<file path="src/rtl/wpst_pkg.sv">
`timescale 1ns / 1ps
// ----------------------------------------------------------------------------
// wpst_pkg
// Shared widths, command and status codes, and byte-select helpers for the
// watchpoint slot table.
// ----------------------------------------------------------------------------
package wpst_pkg;

  localparam int MAX_SLOTS = 16;
  localparam int ADDR_W    = 64;
  localparam int LEN_W     = 4;
  localparam int BAS_W     = 8;
  localparam int KIND_W    = 2;
  localparam int CMD_W     = 2;
  localparam int TYPE_W    = 2;
  localparam int STAT_W    = 3;
  localparam int SLOT_W    = 4;
  localparam int CNT_W     = 5;

  localparam logic [CNT_W-1:0] ACTIVE_RESET = CNT_W'(16);

  localparam logic [CMD_W-1:0] CMD_ADD    = 2'd0;
  localparam logic [CMD_W-1:0] CMD_REMOVE = 2'd1;
  localparam logic [CMD_W-1:0] CMD_DECODE = 2'd2;

  localparam logic [TYPE_W-1:0] TYPE_RW    = 2'd0;
  localparam logic [TYPE_W-1:0] TYPE_WRITE = 2'd1;

  localparam logic [KIND_W-1:0] KIND_RW    = 2'b11;
  localparam logic [KIND_W-1:0] KIND_WRITE = 2'b10;

  localparam logic [STAT_W-1:0] ST_OK        = 3'd0;
  localparam logic [STAT_W-1:0] ST_BAD_RANGE = 3'd1;
  localparam logic [STAT_W-1:0] ST_DUPLICATE = 3'd2;
  localparam logic [STAT_W-1:0] ST_FULL      = 3'd3;
  localparam logic [STAT_W-1:0] ST_NOT_FOUND = 3'd4;
  localparam logic [STAT_W-1:0] ST_BAD_TYPE  = 3'd5;

  typedef struct packed {
    logic              ok;
    logic [STAT_W-1:0] status;
    logic [SLOT_W-1:0] slot;
    logic [ADDR_W-1:0] range_begin;
    logic [LEN_W-1:0]  range_length;
  } result_t;

  function automatic result_t fail_res(input logic [STAT_W-1:0] st);
    result_t r;
    r        = '0;
    r.status = st;
    return r;
  endfunction

  // length in bytes encoded by a byte-select mask, zero for odd patterns
  function automatic logic [LEN_W-1:0] bas_length(input logic [BAS_W-1:0] bas);
    logic [LEN_W-1:0] l;
    case (bas)
      8'h01, 8'h02, 8'h04, 8'h08,
      8'h10, 8'h20, 8'h40, 8'h80: l = 4'd1;
      8'h03, 8'h0c, 8'h30, 8'hc0: l = 4'd2;
      8'h0f, 8'hf0:               l = 4'd4;
      8'hff:                      l = 4'd8;
      default:                    l = 4'd0;
    endcase
    return l;
  endfunction

  // size legal, start aligned to size, and word base not zero
  function automatic logic range_ok(input logic [ADDR_W-1:0] addr,
                                    input logic [LEN_W-1:0] len);
    logic al;
    case (len)
      4'd1:    al = 1'b1;
      4'd2:    al = (addr[0] == 1'b0);
      4'd4:    al = (addr[1:0] == 2'b00);
      4'd8:    al = (addr[2:0] == 3'b000);
      default: al = 1'b0;
    endcase
    return al && (addr[ADDR_W-1:2] != '0);
  endfunction

  function automatic logic [BAS_W-1:0] make_bas(input logic [1:0] off,
                                                input logic [LEN_W-1:0] len);
    logic [BAS_W-1:0] b;
    case (len)
      4'd1:    b = 8'b0000_0001 << off;
      4'd2:    b = 8'b0000_0011 << off;
      4'd4:    b = 8'h0f;
      default: b = 8'hff;
    endcase
    return b;
  endfunction

endpackage

</file>
<file path="src/rtl/wpst_if.sv">
`timescale 1ns / 1ps
// ----------------------------------------------------------------------------
// wpst_if
// Valid/ready channel interfaces for the watchpoint slot table: command in,
// result out, and the active slot count register write.
// ----------------------------------------------------------------------------
interface wpst_in_if;
  logic                         valid;
  logic                         ready;
  logic [wpst_pkg::CMD_W-1:0]   command;
  logic [wpst_pkg::ADDR_W-1:0]  address;
  logic [wpst_pkg::LEN_W-1:0]   length;
  logic [wpst_pkg::TYPE_W-1:0]  access_type;

  modport source(output valid, command, address, length, access_type, input ready);
  modport sink(input valid, command, address, length, access_type, output ready);
endinterface

interface wpst_out_if;
  logic                         valid;
  logic                         ready;
  logic                         ok;
  logic [wpst_pkg::STAT_W-1:0]  status;
  logic [wpst_pkg::SLOT_W-1:0]  slot;
  logic [wpst_pkg::ADDR_W-1:0]  range_begin;
  logic [wpst_pkg::LEN_W-1:0]   range_length;

  modport source(output valid, ok, status, slot, range_begin, range_length, input ready);
  modport sink(input valid, ok, status, slot, range_begin, range_length, output ready);
endinterface

interface wpst_cfg_if;
  logic                         valid;
  logic                         ready;
  logic [wpst_pkg::CNT_W-1:0]   data;

  modport source(output valid, data, input ready);
  modport sink(input valid, data, output ready);
endinterface

</file>
<file path="src/rtl/watchpoint_slot_table.sv">
`timescale 1ns / 1ps
// Sequence: accept in S_IDLE, scan n = min(active_slots, NUM_SLOTS) slots in
// S_SCAN, then load the output register from S_DONE once it is free; a command
// that fails its checks or searches no slot skips S_SCAN; the next is taken only
// in S_IDLE. Add stops at a free slot or duplicate, remove or decode at a hit.
// Reset: synchronous active-low; all slots free, active_slots = 16.
// ----------------------------------------------------------------------------
// watchpoint_slot_table
// Watchpoint slot allocator: add, remove and decode over a synchronous slot
// memory with per-slot valid bits, scanned one entry per cycle.
// ----------------------------------------------------------------------------
module watchpoint_slot_table #(
  parameter int NUM_SLOTS = wpst_pkg::MAX_SLOTS
) (
  input logic        clk,
  input logic        rst_n,
  wpst_in_if.sink    in_if,
  wpst_out_if.source out_if,
  wpst_cfg_if.sink   cfg_if
);
  import wpst_pkg::*;

  localparam int IDX_W = (NUM_SLOTS > 1) ? $clog2(NUM_SLOTS) : 1;
  localparam int ENT_W = 1 + KIND_W + BAS_W + ADDR_W;
  localparam logic [CNT_W-1:0] NUM_CNT = CNT_W'(NUM_SLOTS);

  localparam logic [1:0] S_IDLE = 2'd0;
  localparam logic [1:0] S_SCAN = 2'd1;
  localparam logic [1:0] S_DONE = 2'd2;

  // slot memory: {enable, kind, bas, base}; valid_r marks slots in use
  logic [ENT_W-1:0]     mem [NUM_SLOTS];
  logic [ENT_W-1:0]     rd_data_r;
  logic                 rd_vld_r;
  logic                 mem_we;
  logic [IDX_W-1:0]     mem_wa;
  logic [ENT_W-1:0]     mem_wd;
  logic [NUM_SLOTS-1:0] valid_r, valid_nxt;

  logic [1:0]        state_r, state_nxt;
  logic [CNT_W-1:0]  active_r, active_nxt;
  logic [CMD_W-1:0]  cmd_r, cmd_nxt;
  logic [ADDR_W-1:0] addr_r, addr_nxt;
  logic [LEN_W-1:0]  len_r, len_nxt;
  logic [KIND_W-1:0] kind_r, kind_nxt;
  logic [BAS_W-1:0]  bas_r, bas_nxt;
  logic [CNT_W-1:0]  n_r, n_nxt;
  logic [CNT_W-1:0]  rd_cnt_r, rd_cnt_nxt;
  logic              chk_vld_r, chk_vld_nxt;
  logic [IDX_W-1:0]  chk_idx_r, chk_idx_nxt;
  logic              found_r, found_nxt;
  logic [ADDR_W-1:0] best_r, best_nxt;
  logic [IDX_W-1:0]  best_idx_r, best_idx_nxt;
  logic [ADDR_W-1:0] best_base_r, best_base_nxt;
  logic [LEN_W-1:0]  best_len_r, best_len_nxt;
  result_t           res_r, res_nxt;
  result_t           out_r, out_nxt;
  logic              out_vld_r, out_vld_nxt;

  // read side of the current entry
  logic              ent_en;
  logic [BAS_W-1:0]  ent_bas;
  logic [ADDR_W-1:0] ent_addr;
  logic [LEN_W-1:0]  ent_len;
  logic [ADDR_W-1:0] base;
  logic              hit_eq;
  logic              last;
  logic              live;
  logic              borrow;
  logic [ADDR_W-1:0] diff;
  logic [ADDR_W-1:0] gap;
  logic              in_rng;
  logic [CNT_W-1:0]  cnt_in;
  logic              issue;
  logic [IDX_W-1:0]  rd_idx;

  assign ent_en   = rd_data_r[ENT_W-1];
  assign ent_bas  = rd_data_r[ADDR_W +: BAS_W];
  assign ent_addr = rd_data_r[ADDR_W-1:0];
  assign ent_len  = bas_length(ent_bas);
  assign base     = {addr_r[ADDR_W-1:2], 2'b00};
  assign hit_eq   = rd_vld_r && (ent_addr == base) && (ent_len == len_r);
  assign last     = ((CNT_W'(chk_idx_r) + CNT_W'(1)) == n_r);
  assign live     = rd_vld_r && ent_en && (ent_len != '0);
  assign {borrow, diff} = {1'b0, addr_r} - {1'b0, ent_addr};
  assign in_rng   = !borrow && (diff < ADDR_W'(ent_len));
  assign gap      = borrow ? (ent_addr - addr_r) : (diff - ADDR_W'(ent_len));
  assign cnt_in   = (active_r > NUM_CNT) ? NUM_CNT : active_r;
  assign issue    = (state_r == S_SCAN) && (rd_cnt_r < n_r);
  assign rd_idx   = rd_cnt_r[IDX_W-1:0];

  assign in_if.ready  = (state_r == S_IDLE);
  assign cfg_if.ready = 1'b1;

  assign out_if.valid        = out_vld_r;
  assign out_if.ok           = out_r.ok;
  assign out_if.status       = out_r.status;
  assign out_if.slot         = out_r.slot;
  assign out_if.range_begin  = out_r.range_begin;
  assign out_if.range_length = out_r.range_length;

  always_comb begin
    state_nxt     = state_r;
    active_nxt    = active_r;
    cmd_nxt       = cmd_r;
    addr_nxt      = addr_r;
    len_nxt       = len_r;
    kind_nxt      = kind_r;
    bas_nxt       = bas_r;
    n_nxt         = n_r;
    rd_cnt_nxt    = rd_cnt_r;
    chk_vld_nxt   = issue;
    chk_idx_nxt   = rd_idx;
    found_nxt     = found_r;
    best_nxt      = best_r;
    best_idx_nxt  = best_idx_r;
    best_base_nxt = best_base_r;
    best_len_nxt  = best_len_r;
    res_nxt       = res_r;
    out_nxt       = out_r;
    out_vld_nxt   = out_vld_r && !out_if.ready;
    valid_nxt     = valid_r;
    mem_we        = 1'b0;
    mem_wa        = chk_idx_r;
    mem_wd        = {1'b1, kind_r, bas_r, base};

    if (cfg_if.valid) begin
      active_nxt = cfg_if.data;
    end

    if (issue) begin
      rd_cnt_nxt = rd_cnt_r + CNT_W'(1);
    end

    case (state_r)
      S_IDLE: begin
        if (in_if.valid) begin
          cmd_nxt    = in_if.command;
          addr_nxt   = in_if.address;
          len_nxt    = in_if.length;
          kind_nxt   = (in_if.access_type == TYPE_RW) ? KIND_RW : KIND_WRITE;
          bas_nxt    = make_bas(in_if.address[1:0], in_if.length);
          n_nxt      = cnt_in;
          rd_cnt_nxt = '0;
          found_nxt  = 1'b0;
          state_nxt  = S_DONE;
          case (in_if.command)
            CMD_ADD: begin
              if (in_if.access_type != TYPE_RW && in_if.access_type != TYPE_WRITE) begin
                res_nxt = fail_res(ST_BAD_TYPE);
              end else if (!range_ok(in_if.address, in_if.length)) begin
                res_nxt = fail_res(ST_BAD_RANGE);
              end else if (cnt_in == '0) begin
                res_nxt = fail_res(ST_FULL);
              end else begin
                state_nxt = S_SCAN;
              end
            end
            CMD_REMOVE: begin
              if (!range_ok(in_if.address, in_if.length)) begin
                res_nxt = fail_res(ST_BAD_RANGE);
              end else if (cnt_in == '0) begin
                res_nxt = fail_res(ST_NOT_FOUND);
              end else begin
                state_nxt = S_SCAN;
              end
            end
            CMD_DECODE: begin
              if (cnt_in == '0) begin
                res_nxt = fail_res(ST_NOT_FOUND);
              end else begin
                state_nxt = S_SCAN;
              end
            end
            default: begin
              res_nxt = fail_res(ST_BAD_TYPE);
            end
          endcase
        end
      end

      S_SCAN: begin
        if (chk_vld_r) begin
          case (cmd_r)
            CMD_ADD: begin
              if (!rd_vld_r) begin
                // first free slot: claim it
                mem_we               = 1'b1;
                valid_nxt[chk_idx_r] = 1'b1;
                res_nxt              = '{ok: 1'b1, status: ST_OK,
                                         slot: SLOT_W'(chk_idx_r),
                                         range_begin: addr_r, range_length: len_r};
                state_nxt            = S_DONE;
              end else if (hit_eq) begin
                res_nxt   = fail_res(ST_DUPLICATE);
                state_nxt = S_DONE;
              end else if (last) begin
                res_nxt   = fail_res(ST_FULL);
                state_nxt = S_DONE;
              end
            end
            CMD_REMOVE: begin
              if (hit_eq) begin
                valid_nxt[chk_idx_r] = 1'b0;
                res_nxt              = fail_res(ST_OK);
                res_nxt.ok           = 1'b1;
                res_nxt.slot         = SLOT_W'(chk_idx_r);
                state_nxt            = S_DONE;
              end else if (last) begin
                res_nxt   = fail_res(ST_NOT_FOUND);
                state_nxt = S_DONE;
              end
            end
            default: begin
              if (live && in_rng) begin
                res_nxt   = '{ok: 1'b1, status: ST_OK, slot: SLOT_W'(chk_idx_r),
                              range_begin: ent_addr, range_length: ent_len};
                state_nxt = S_DONE;
              end else begin
                // nearest slot so far; ties keep the earlier one
                if (live && (!found_r || gap < best_r)) begin
                  found_nxt     = 1'b1;
                  best_nxt      = gap;
                  best_idx_nxt  = chk_idx_r;
                  best_base_nxt = ent_addr;
                  best_len_nxt  = ent_len;
                end
                if (last) begin
                  state_nxt = S_DONE;
                  if (found_nxt) begin
                    res_nxt = '{ok: 1'b1, status: ST_OK, slot: SLOT_W'(best_idx_nxt),
                                range_begin: best_base_nxt, range_length: best_len_nxt};
                  end else begin
                    res_nxt = fail_res(ST_NOT_FOUND);
                  end
                end
              end
            end
          endcase
        end
      end

      S_DONE: begin
        if (!out_vld_r || out_if.ready) begin
          out_nxt     = res_r;
          out_vld_nxt = 1'b1;
          state_nxt   = S_IDLE;
        end
      end

      default: begin
        state_nxt = S_IDLE;
      end
    endcase
  end

  always_ff @(posedge clk) begin
    if (mem_we) begin
      mem[mem_wa] <= mem_wd;
    end
    rd_data_r <= mem[rd_idx];
  end

  always_ff @(posedge clk) begin
    if (!rst_n) begin
      state_r   <= S_IDLE;
      active_r  <= ACTIVE_RESET;
      valid_r   <= '0;
      rd_vld_r  <= 1'b0;
      chk_vld_r <= 1'b0;
      out_vld_r <= 1'b0;
      found_r   <= 1'b0;
      rd_cnt_r  <= '0;
    end else begin
      state_r   <= state_nxt;
      active_r  <= active_nxt;
      valid_r   <= valid_nxt;
      rd_vld_r  <= valid_r[rd_idx];
      chk_vld_r <= chk_vld_nxt;
      out_vld_r <= out_vld_nxt;
      found_r   <= found_nxt;
      rd_cnt_r  <= rd_cnt_nxt;
    end
  end

  always_ff @(posedge clk) begin
    cmd_r       <= cmd_nxt;
    addr_r      <= addr_nxt;
    len_r       <= len_nxt;
    kind_r      <= kind_nxt;
    bas_r       <= bas_nxt;
    n_r         <= n_nxt;
    chk_idx_r   <= chk_idx_nxt;
    best_r      <= best_nxt;
    best_idx_r  <= best_idx_nxt;
    best_base_r <= best_base_nxt;
    best_len_r  <= best_len_nxt;
    res_r       <= res_nxt;
    out_r       <= out_nxt;
  end

endmodule

</file>
<file path="src/flat_wrapper.sv">
// flat-port wrapper written by rule: the top's interface ports become plain ports
module watchpoint_slot_table_flat import wpst_pkg::*;
#(
  parameter int NUM_SLOTS = wpst_pkg::MAX_SLOTS
)
  (clk, rst_n, in_if_valid, in_if_command, in_if_address, in_if_length, in_if_access_type, in_if_ready, out_if_valid, out_if_ok, out_if_status, out_if_slot, out_if_range_begin, out_if_range_length, out_if_ready, cfg_if_valid, cfg_if_data, cfg_if_ready);
  wpst_in_if in_if_i ();
  wpst_out_if out_if_i ();
  wpst_cfg_if cfg_if_i ();
  input logic clk;
  input logic rst_n;
  input wire logic [$bits(in_if_i.valid)-1:0] in_if_valid;
  input wire logic [$bits(in_if_i.command)-1:0] in_if_command;
  input wire logic [$bits(in_if_i.address)-1:0] in_if_address;
  input wire logic [$bits(in_if_i.length)-1:0] in_if_length;
  input wire logic [$bits(in_if_i.access_type)-1:0] in_if_access_type;
  output wire logic [$bits(in_if_i.ready)-1:0] in_if_ready;
  output wire logic [$bits(out_if_i.valid)-1:0] out_if_valid;
  output wire logic [$bits(out_if_i.ok)-1:0] out_if_ok;
  output wire logic [$bits(out_if_i.status)-1:0] out_if_status;
  output wire logic [$bits(out_if_i.slot)-1:0] out_if_slot;
  output wire logic [$bits(out_if_i.range_begin)-1:0] out_if_range_begin;
  output wire logic [$bits(out_if_i.range_length)-1:0] out_if_range_length;
  input wire logic [$bits(out_if_i.ready)-1:0] out_if_ready;
  input wire logic [$bits(cfg_if_i.valid)-1:0] cfg_if_valid;
  input wire logic [$bits(cfg_if_i.data)-1:0] cfg_if_data;
  output wire logic [$bits(cfg_if_i.ready)-1:0] cfg_if_ready;
  assign in_if_i.valid = in_if_valid;
  assign in_if_i.command = in_if_command;
  assign in_if_i.address = in_if_address;
  assign in_if_i.length = in_if_length;
  assign in_if_i.access_type = in_if_access_type;
  assign in_if_ready = in_if_i.ready;
  assign out_if_valid = out_if_i.valid;
  assign out_if_ok = out_if_i.ok;
  assign out_if_status = out_if_i.status;
  assign out_if_slot = out_if_i.slot;
  assign out_if_range_begin = out_if_i.range_begin;
  assign out_if_range_length = out_if_i.range_length;
  assign out_if_i.ready = out_if_ready;
  assign cfg_if_i.valid = cfg_if_valid;
  assign cfg_if_i.data = cfg_if_data;
  assign cfg_if_ready = cfg_if_i.ready;
  watchpoint_slot_table #(.NUM_SLOTS(NUM_SLOTS)) u_core (.clk(clk), .rst_n(rst_n), .in_if(in_if_i), .out_if(out_if_i), .cfg_if(cfg_if_i));
endmodule
</file>
<file path="config.mk">
export PLATFORM = sky130hd
export DESIGN_NAME = watchpoint_slot_table_flat
export DESIGN_NICKNAME = d
export VERILOG_FILES = /design/src/rtl/wpst_pkg.sv /design/src/rtl/wpst_if.sv /design/src/rtl/watchpoint_slot_table.sv /design/src/flat_wrapper.sv
export SDC_FILE = /design/constraint.sdc
export NUM_CORES = 2
export LEC_CHECK = 0
export BUFFER_PORTS_ARGS = -buffer_cell sky130_fd_sc_hd__buf_2
export CAP_MARGIN = 20
export CORE_MARGIN = 5
export CORE_UTILIZATION = 50
export CTS_CLUSTER_SIZE = 24
export DETAILED_ROUTE_END_ITERATION = 7
export PLACE_DENSITY = 0.69
export SLEW_MARGIN = 20
export SYNTH_ARGS = -nofsm -noshare
export SYNTH_HDL_FRONTEND = slang
export SYNTH_SLANG_ARGS = --single-unit
</file>
<file path="constraint.sdc">
create_clock -name clk -period 11 [get_ports clk]
set_clock_uncertainty 0.2 [all_clocks]
set_input_delay 2.2 -clock clk [delete_from_list [all_inputs] [get_ports clk]]
set_output_delay 2.2 -clock clk [all_outputs]
set_load 0.02 [all_outputs]
</file>
-- After elaboration in Yosys (flattened, before gate mapping)
Memory sizes are Yosys's and may differ from the RTL's. A register that Yosys moved wholly into a read port is not among the register bits.
Cells that the tools add are included.
- bits in registers: 484
- input bits: 82
- word-level logic and storage cells: 209
- memory bits (writable): 1152
- memories: 1
- output and inout port bits: 79
- bitwise gates (word level): 6
- $add $sub $neg: 5
- shift-type cells: 2
- $lt $le $gt $ge: 7
- equality and inequality tests: 39
- reductions and logical operators: 43
- muxes and demuxes: 76
- memories (memory ; depth ; bits a word ; read ports ; clocked after Yosys merged registers in ; wr ports ; RTL line ; source):
    u_core.mem ; 16 ; 72 ; 1 ; 1 ; 1 ; watchpoint_slot_table.sv:32 ; logic [ENT_W-1:0] mem [NUM_SLOTS];
- operators with widths (kind ; count):
    $mux 76 ; 15
    $pmux 76 s2 ; 2
    $pmux 76 s3 ; 1
    $mux 64 ; 2
    $sub 64x64->65 ; 1
    $eq 64x64->1 ; 1
    $lt 64x4->1 ; 1
    $lt 64x64->1 ; 1
    $sub 64x4->64 ; 1
    $sub 64x64->64 ; 1
    $reduce_bool 62->1 ; 1
    $eq 8x8->1 const B ; 4
    $mux 16 ; 2
    $pmux 16 s2 ; 1
    $mux 1 ; 27
    $eq 8x4->1 const B ; 3
    $pmux 8 s3 ; 1
    $mux 2 ; 11
    $mux 5 ; 4
    $and 16x16->16 ; 1
    $eq 8x2->1 const B ; 2
    $eq 8x6->1 const B ; 2
    $not 16->16 ; 1
    $or 16x16->16 ; 1
    50 further kinds ; 91

-- Depth between registers and ports, before layout
- word-level depth: 19
- mapped depth: 35
- mapped depth without buffers: 31

-- Least setup slack after synthesis
Ideal clock, no wire load.
- path kind: register -> register
- from: register u_core.addr_r[16]
- to: register u_core.best_r[0] (enable)
- data required time: 10.235 ns
- buffers on the path: 2
- slack: -0.832 ns
- cell stages (with the launch flop): 29
- clock period less this slack: 11.832 ns
- setup time: 0.565 ns
- data arrival time: 11.067 ns
- path through: edfxtp_1 -> inv_1 -> ha_1 -> clkbuf_1 -> a21oi_1 -> o21a_1 -> o32ai_1 -> nor4b_1 -> nor2_1 -> or3_1 -> a2111oi_2 -> nand3_1 -> nor4_2 -> nand3_1 -> xnor2_1 -> mux2i_1 -> ha_1 -> a21o_1 -> a21o_1 -> a21oi_1 -> nor2_1 -> a2111oi_0 -> o21bai_1 -> nor4b_1 -> o221ai_1 -> a31oi_1 -> inv_1 -> clkbuf_1 -> nor3_1
- longest elaborated chain between the ends: 7
- elaborated cells on any way between the ends: 13
- those cells by class: 3 x add/sub; 2 x order compare; 1 x mux; 1 x bitwise; 6 x reduce/logical
- ends and longest elaborated chain (item ; RTL line ; source):
    from (decl) ; watchpoint_slot_table.sv:43 ; logic [ADDR_W-1:0] addr_r, addr_nxt;
    from (signal assigned) ; watchpoint_slot_table.sv:288 ; addr_r <= addr_nxt;
    $sub 64x64->65 ; watchpoint_slot_table.sv:85 ; assign {borrow, diff} = {1'b0, addr_r} - {1'b0, ent_addr};
    $sub 64x4->64 ; watchpoint_slot_table.sv:87 ; assign gap = borrow ? (ent_addr - addr_r) : (diff - ADDR_W'(ent_len));
    $mux 64 * ; watchpoint_slot_table.sv:87 ;
    via u_core.gap[57] ; watchpoint_slot_table.sv:71 ; logic [ADDR_W-1:0] gap;
    $lt 64x64->1 * ; watchpoint_slot_table.sv:221 ; if (live && (!found_r || gap < best_r)) begin
    $logic_or 1x1->1 * ; watchpoint_slot_table.sv:221 ;
    $logic_and 1x1->1 * ; watchpoint_slot_table.sv:221 ;
    $reduce_and 5->1 (no line) * ; - ;
    to (signal assigned) ; watchpoint_slot_table.sv:294 ; best_r <= best_nxt;
    to (decl) ; watchpoint_slot_table.sv:52 ; logic [ADDR_W-1:0] best_r, best_nxt;
The timed path passes the listed nets; every way through them passes the cells marked *.
A chain may end at the register's enable or synchronous reset.

-- Final worst setup path
- from: register u_core.rd_data_r[66] (read register of u_core.mem)
- to: register u_core.best_r[24] (enable)
- longest elaborated chain between the ends: 9
- elaborated cells on any way between the ends: 31
- those cells by class: 1 x add/sub; 2 x order compare; 15 x eq/ne; 2 x mux; 1 x bitwise; 10 x reduce/logical
- ends and longest elaborated chain (item ; RTL line ; source):
    from (decl) ; watchpoint_slot_table.sv:33 ; logic [ENT_W-1:0] rd_data_r;
    $eq 8x1->1, or another cell as far along ; wpst_pkg.sv:57 ; case (bas)
    $reduce_or 8->1, or another cell as far along ; wpst_pkg.sv:57 ;
    $pmux 4 s4 * ; wpst_pkg.sv:57 ;
    $sub 64x4->64 * ; watchpoint_slot_table.sv:87 ;
    $mux 64 * ; watchpoint_slot_table.sv:87 ;
    via u_core.gap[62] ; watchpoint_slot_table.sv:71 ;
    $lt 64x64->1 * ; watchpoint_slot_table.sv:221 ;
    $logic_or 1x1->1 * ; watchpoint_slot_table.sv:221 ;
    $logic_and 1x1->1 * ; watchpoint_slot_table.sv:221 ;
    $reduce_and 5->1 (no line) * ; - ;
Marks and branches as above.

==> results.sh <==
export IMPL_status="complete, no violations"
export IMPL_r2r_slack_ps=1150
export IMPL_ir_drop_v=0.000185
export IMPL_r2r_end="u_core.best_r[24]"
export IMPL_drc_errors=0
export IMPL_crit_type="flop to flop"
export IMPL_cts_max_path_buffers=3
export IMPL_ys_seq_area_frac=0.649
export IMPL_drive_gt1_frac=0.199
export IMPL_reg2reg_depth=32
export IMPL_track_usage=0.264
export IMPL_power_leakage_nw=26.4
export IMPL_wirelength_mm=196
export IMPL_synth_top_cell_by_area="edfxtp_1"
export IMPL_synth_area_leaders="edfxtp_1 62%, mux4_2 11%, ha_1 3.5%, dfxtp_1 2.9%, a21oi_1 1.8%"
export IMPL_path_max_fanout=64
export IMPL_fin_cells=6761
export IMPL_rsz0062_at_grt="false"
export IMPL_core_um2=140000
export IMPL_synthFlopType="edfxtp_1"
export IMPL_synth_top_cell_area_share=0.620
export IMPL_h_tree_depth=4
export IMPL_clk_pin_slew_ps=60
export IMPL_top_usage_layer="met2"
export IMPL_cpMostUsedCell="o21ai_0"
export IMPL_wire_per_inst_um=29.0
export IMPL_slew_viol_final=0
export IMPL_grt_pass1_wl_mm=287
export IMPL_grt_max_degree=120
export IMPL_drtIter0Drc=4647
export IMPL_grt_use_met2=0.428
export IMPL_min_path_type="flop to flop"
export IMPL_chipWidth_um=386
export IMPL_cellPowerDensity_nw_per_um2=166
export IMPL_rows=137
export IMPL_post_dp_hpwl_mm=129
export IMPL_hold_viol=0
export IMPL_start_util=0.505
export IMPL_post_cts_buffers=0
export IMPL_critical_path_max_stage_delay_ps=850
export IMPL_synth_avg_cell_area_um2=15.5
export IMPL_relSlewSlack=0.171
export IMPL_dr_total_vias=42500
export IMPL_synthesis_area_um2=70600
export IMPL_ios=161
export IMPL_tritoncts="yes"
export IMPL_ant_nets=0
export IMPL_async_flop_share=0
export IMPL_via_per_inst=6.29
export IMPL_cp_slowest_cell="nor4b_1"
export IMPL_tns_ps=0
export IMPL_period_share=0.895
export IMPL_crit_end="u_core.best_r[24]"
export IMPL_cp_startpoint="u_core.rd_data_r[66]"
export IMPL_cts_hold_buffers_added=0
export IMPL_antenna_found_initial=8
export IMPL_met3_usage=0.0431
export IMPL_worstPathArrival_ps=10090
export IMPL_clkSinkCount=1561
export IMPL_reg2reg_from="u_core.rd_data_r[66]"
export IMPL_yosys_warnings=0
export IMPL_globalplace_congestion=1.02
export IMPL_cp_data_required_time_ps=11240
export IMPL_fin_nets=5032
export IMPL_globalRouteMet1Util=0.374
export IMPL_power_w=0.0131
export IMPL_ctsResizeCount=0
export IMPL_start_kind="flop"
export IMPL_io_buffers=158
export IMPL_synth_cell_type_count=89
export IMPL_fmax_mhz=102
export IMPL_dp_cells=6464
export IMPL_cts_root_buf="clkbuf_16"
export IMPL_grt_pass1_vias=42300
export IMPL_worst_slack_ps=1150
export IMPL_tightest_slew_ps=1240
export IMPL_grt_ovfl_total=0
export IMPL_synth_edf_count=1457
export IMPL_synth_nets=4840
export IMPL_dieArea_um2=149000
export IMPL_period_needed_ps=9850
export IMPL_setup_violations=0
export IMPL_synth_seq_cells=1561
export IMPL_die_h_um=386
export IMPL_synth_cells=4557
export IMPL_crit_path_end_kind="flop"
export IMPL_area_growth_syn_to_layout_pct=12.1
export IMPL_firstDrtPassIters=6
export IMPL_pre_cts_slack_ps=1300
export IMPL_cts_buffers=159
export IMPL_max_cap_violations=0
export IMPL_synth_common_cells="1457 x edfxtp_1, 345 x mux4_2, 247 x a21oi_1, 240 x inv_1, 210 x nand2_1"
export IMPL_synth_most_common_cell="edfxtp_1"
export IMPL_clk_latency_ps=820
-- logic make-up (layout without fill, tap and decap cells) --
kind of cell             count (synthesis)  after routing  share of synthesized area
AO/OA/AOI/OAI                          864            864                     0.0826
buffers and inverters                  463            790                     0.0258
adder cells (fa/ha/maj)                201            201                     0.0358
AND/OR/NAND/NOR                        853            853                     0.0598
multiplexers                           447            447                      0.126
other                                    1              2                  0.0000531
XOR/XNOR                               167            167                     0.0207
flip-flops                            1561           1561                      0.649
-- stage by stage --
stage / util / cell area [um2] / hold slack, ps
CTS: 0.566 / 79100 / 254
detailed placement: 0.528 / 73900 / 239
global route: 0.566 / 79100 / 264
floorplan: - / 70600 / 154
finish: 0.566 / 79100 / 251
global placement: 0.528 / 73900 / 233
-- cells in the final DEF (no fill, tap or decap), types with 16 or more instances in the layout --
| cell type | Yosys | layout |
|---|---|---|
| o21ai_1 | 17 | 16 |
| a21oi_1 | 247 | 246 |
| mux2i_1 | 24 | 24 |
| edfxtp_1 | 1457 | 1457 |
| dfxtp_1 | 104 | 100 |
| clkbuf_16 | 0 | 161 |
| nor2b_1 | 42 | 41 |
| nor4_1 | 32 | 28 |
| a22o_1 | 58 | 58 |
| nand2_1 | 210 | 209 |
| o211ai_1 | 17 | 17 |
| mux4_2 | 345 | 345 |
| nor3_1 | 114 | 109 |
| clkbuf_1 | 167 | 41 |
| a21o_1 | 67 | 67 |
| a211oi_1 | 25 | 25 |
| xnor2_1 | 107 | 107 |
| xor2_1 | 60 | 60 |
| inv_1 | 240 | 238 |
| mux2_2 | 69 | 69 |
| nand4_1 | 67 | 67 |
| a311o_1 | 57 | 57 |
| clkinv_2 | 0 | 26 |
| o21a_1 | 34 | 34 |
| buf_4 | 4 | 86 |
| nor2_1 | 198 | 191 |
| nand3_1 | 57 | 57 |
| clkinv_1 | 1 | 19 |
| o21bai_1 | 43 | 43 |
| ha_1 | 199 | 199 |
| o21ai_0 | 155 | 155 |
| buf_2 | 16 | 158 |
| nand2b_1 | 21 | 21 |
-- how the worst min path moves through the flow --
stage | start | endpoint | slack [ps] | depth (start not counted)
2_1_floorplan | u_core.rd_cnt_r[0] | u_core.chk_idx_r[0] | 150 | 0
3_3_place_gp | u_core.res_r[75] | u_core.out_if.ok | 230 | 0
3_5_place_dp | u_core.res_r[48] | u_core.out_if.range_begin[44] | 240 | 0
4_1_cts | u_core.res_r[48] | u_core.out_if.range_begin[44] | 250 | 0
5_1_grt | u_core.res_r[75] | u_core.out_if.ok | 260 | 0
6_report | u_core.res_r[48] | u_core.out_if.range_begin[44] | 250 | 0
-- layer usage --
layer | vias up | wire (um)
li1 | 18400 | -
met1 | 21900 | 81700
met2 | 1881 | 94100
met3 | 296 | 15100
met4 | 4 | 5480
met5 | - | 27
-- registers in the layout, summed over array words and instances (netlist names), 6 cells and up, named ones only --
name,flops
u_core.best_r,64
u_core.out_if.range_begin,64
u_core.rd_data_r,68
u_core.addr_r,64
u_core.mem,1088
u_core.res_r,76
u_core.best_base_r,64
u_core.bas_r,6
-- worst max-delay path: cells and delay by family, from the launching register on --
family / cells / cell delay (ps)
XOR/XNOR: 2 / 330
AND/OR/NAND/NOR: 15 / 4350
flip-flops: 1 / 480
AO/OA/AOI/OAI: 8 / 2140
buffers and inverters: 4 / 1080
adder cells (fa/ha/maj): 3 / 840
-- area by class of cell --
class | count | area, um2
diodes | 1 | 2.50
clock buffers | 213 | 4330
clock inverters | 83 | 911
fillers | 10900 | 60700
inverters | 241 | 907
multi-input cells | 2533 | 23200
flip-flops and latches | 1561 | 45800
well taps | 1876 | 2350
repair buffers | 253 | 1620
-- power breakdown --
part	switching, W	internal [W]	leakage [nW]	total [W]
sequential	0.000132	0.00660	14.1	0.00673
clock	0.00231	0.00307	2.55	0.00538
combinational	0.000650	0.000347	9.79	0.000997
total	0.00309	0.0100	26.4	0.0131
Power figures use the tool's default switching activity.
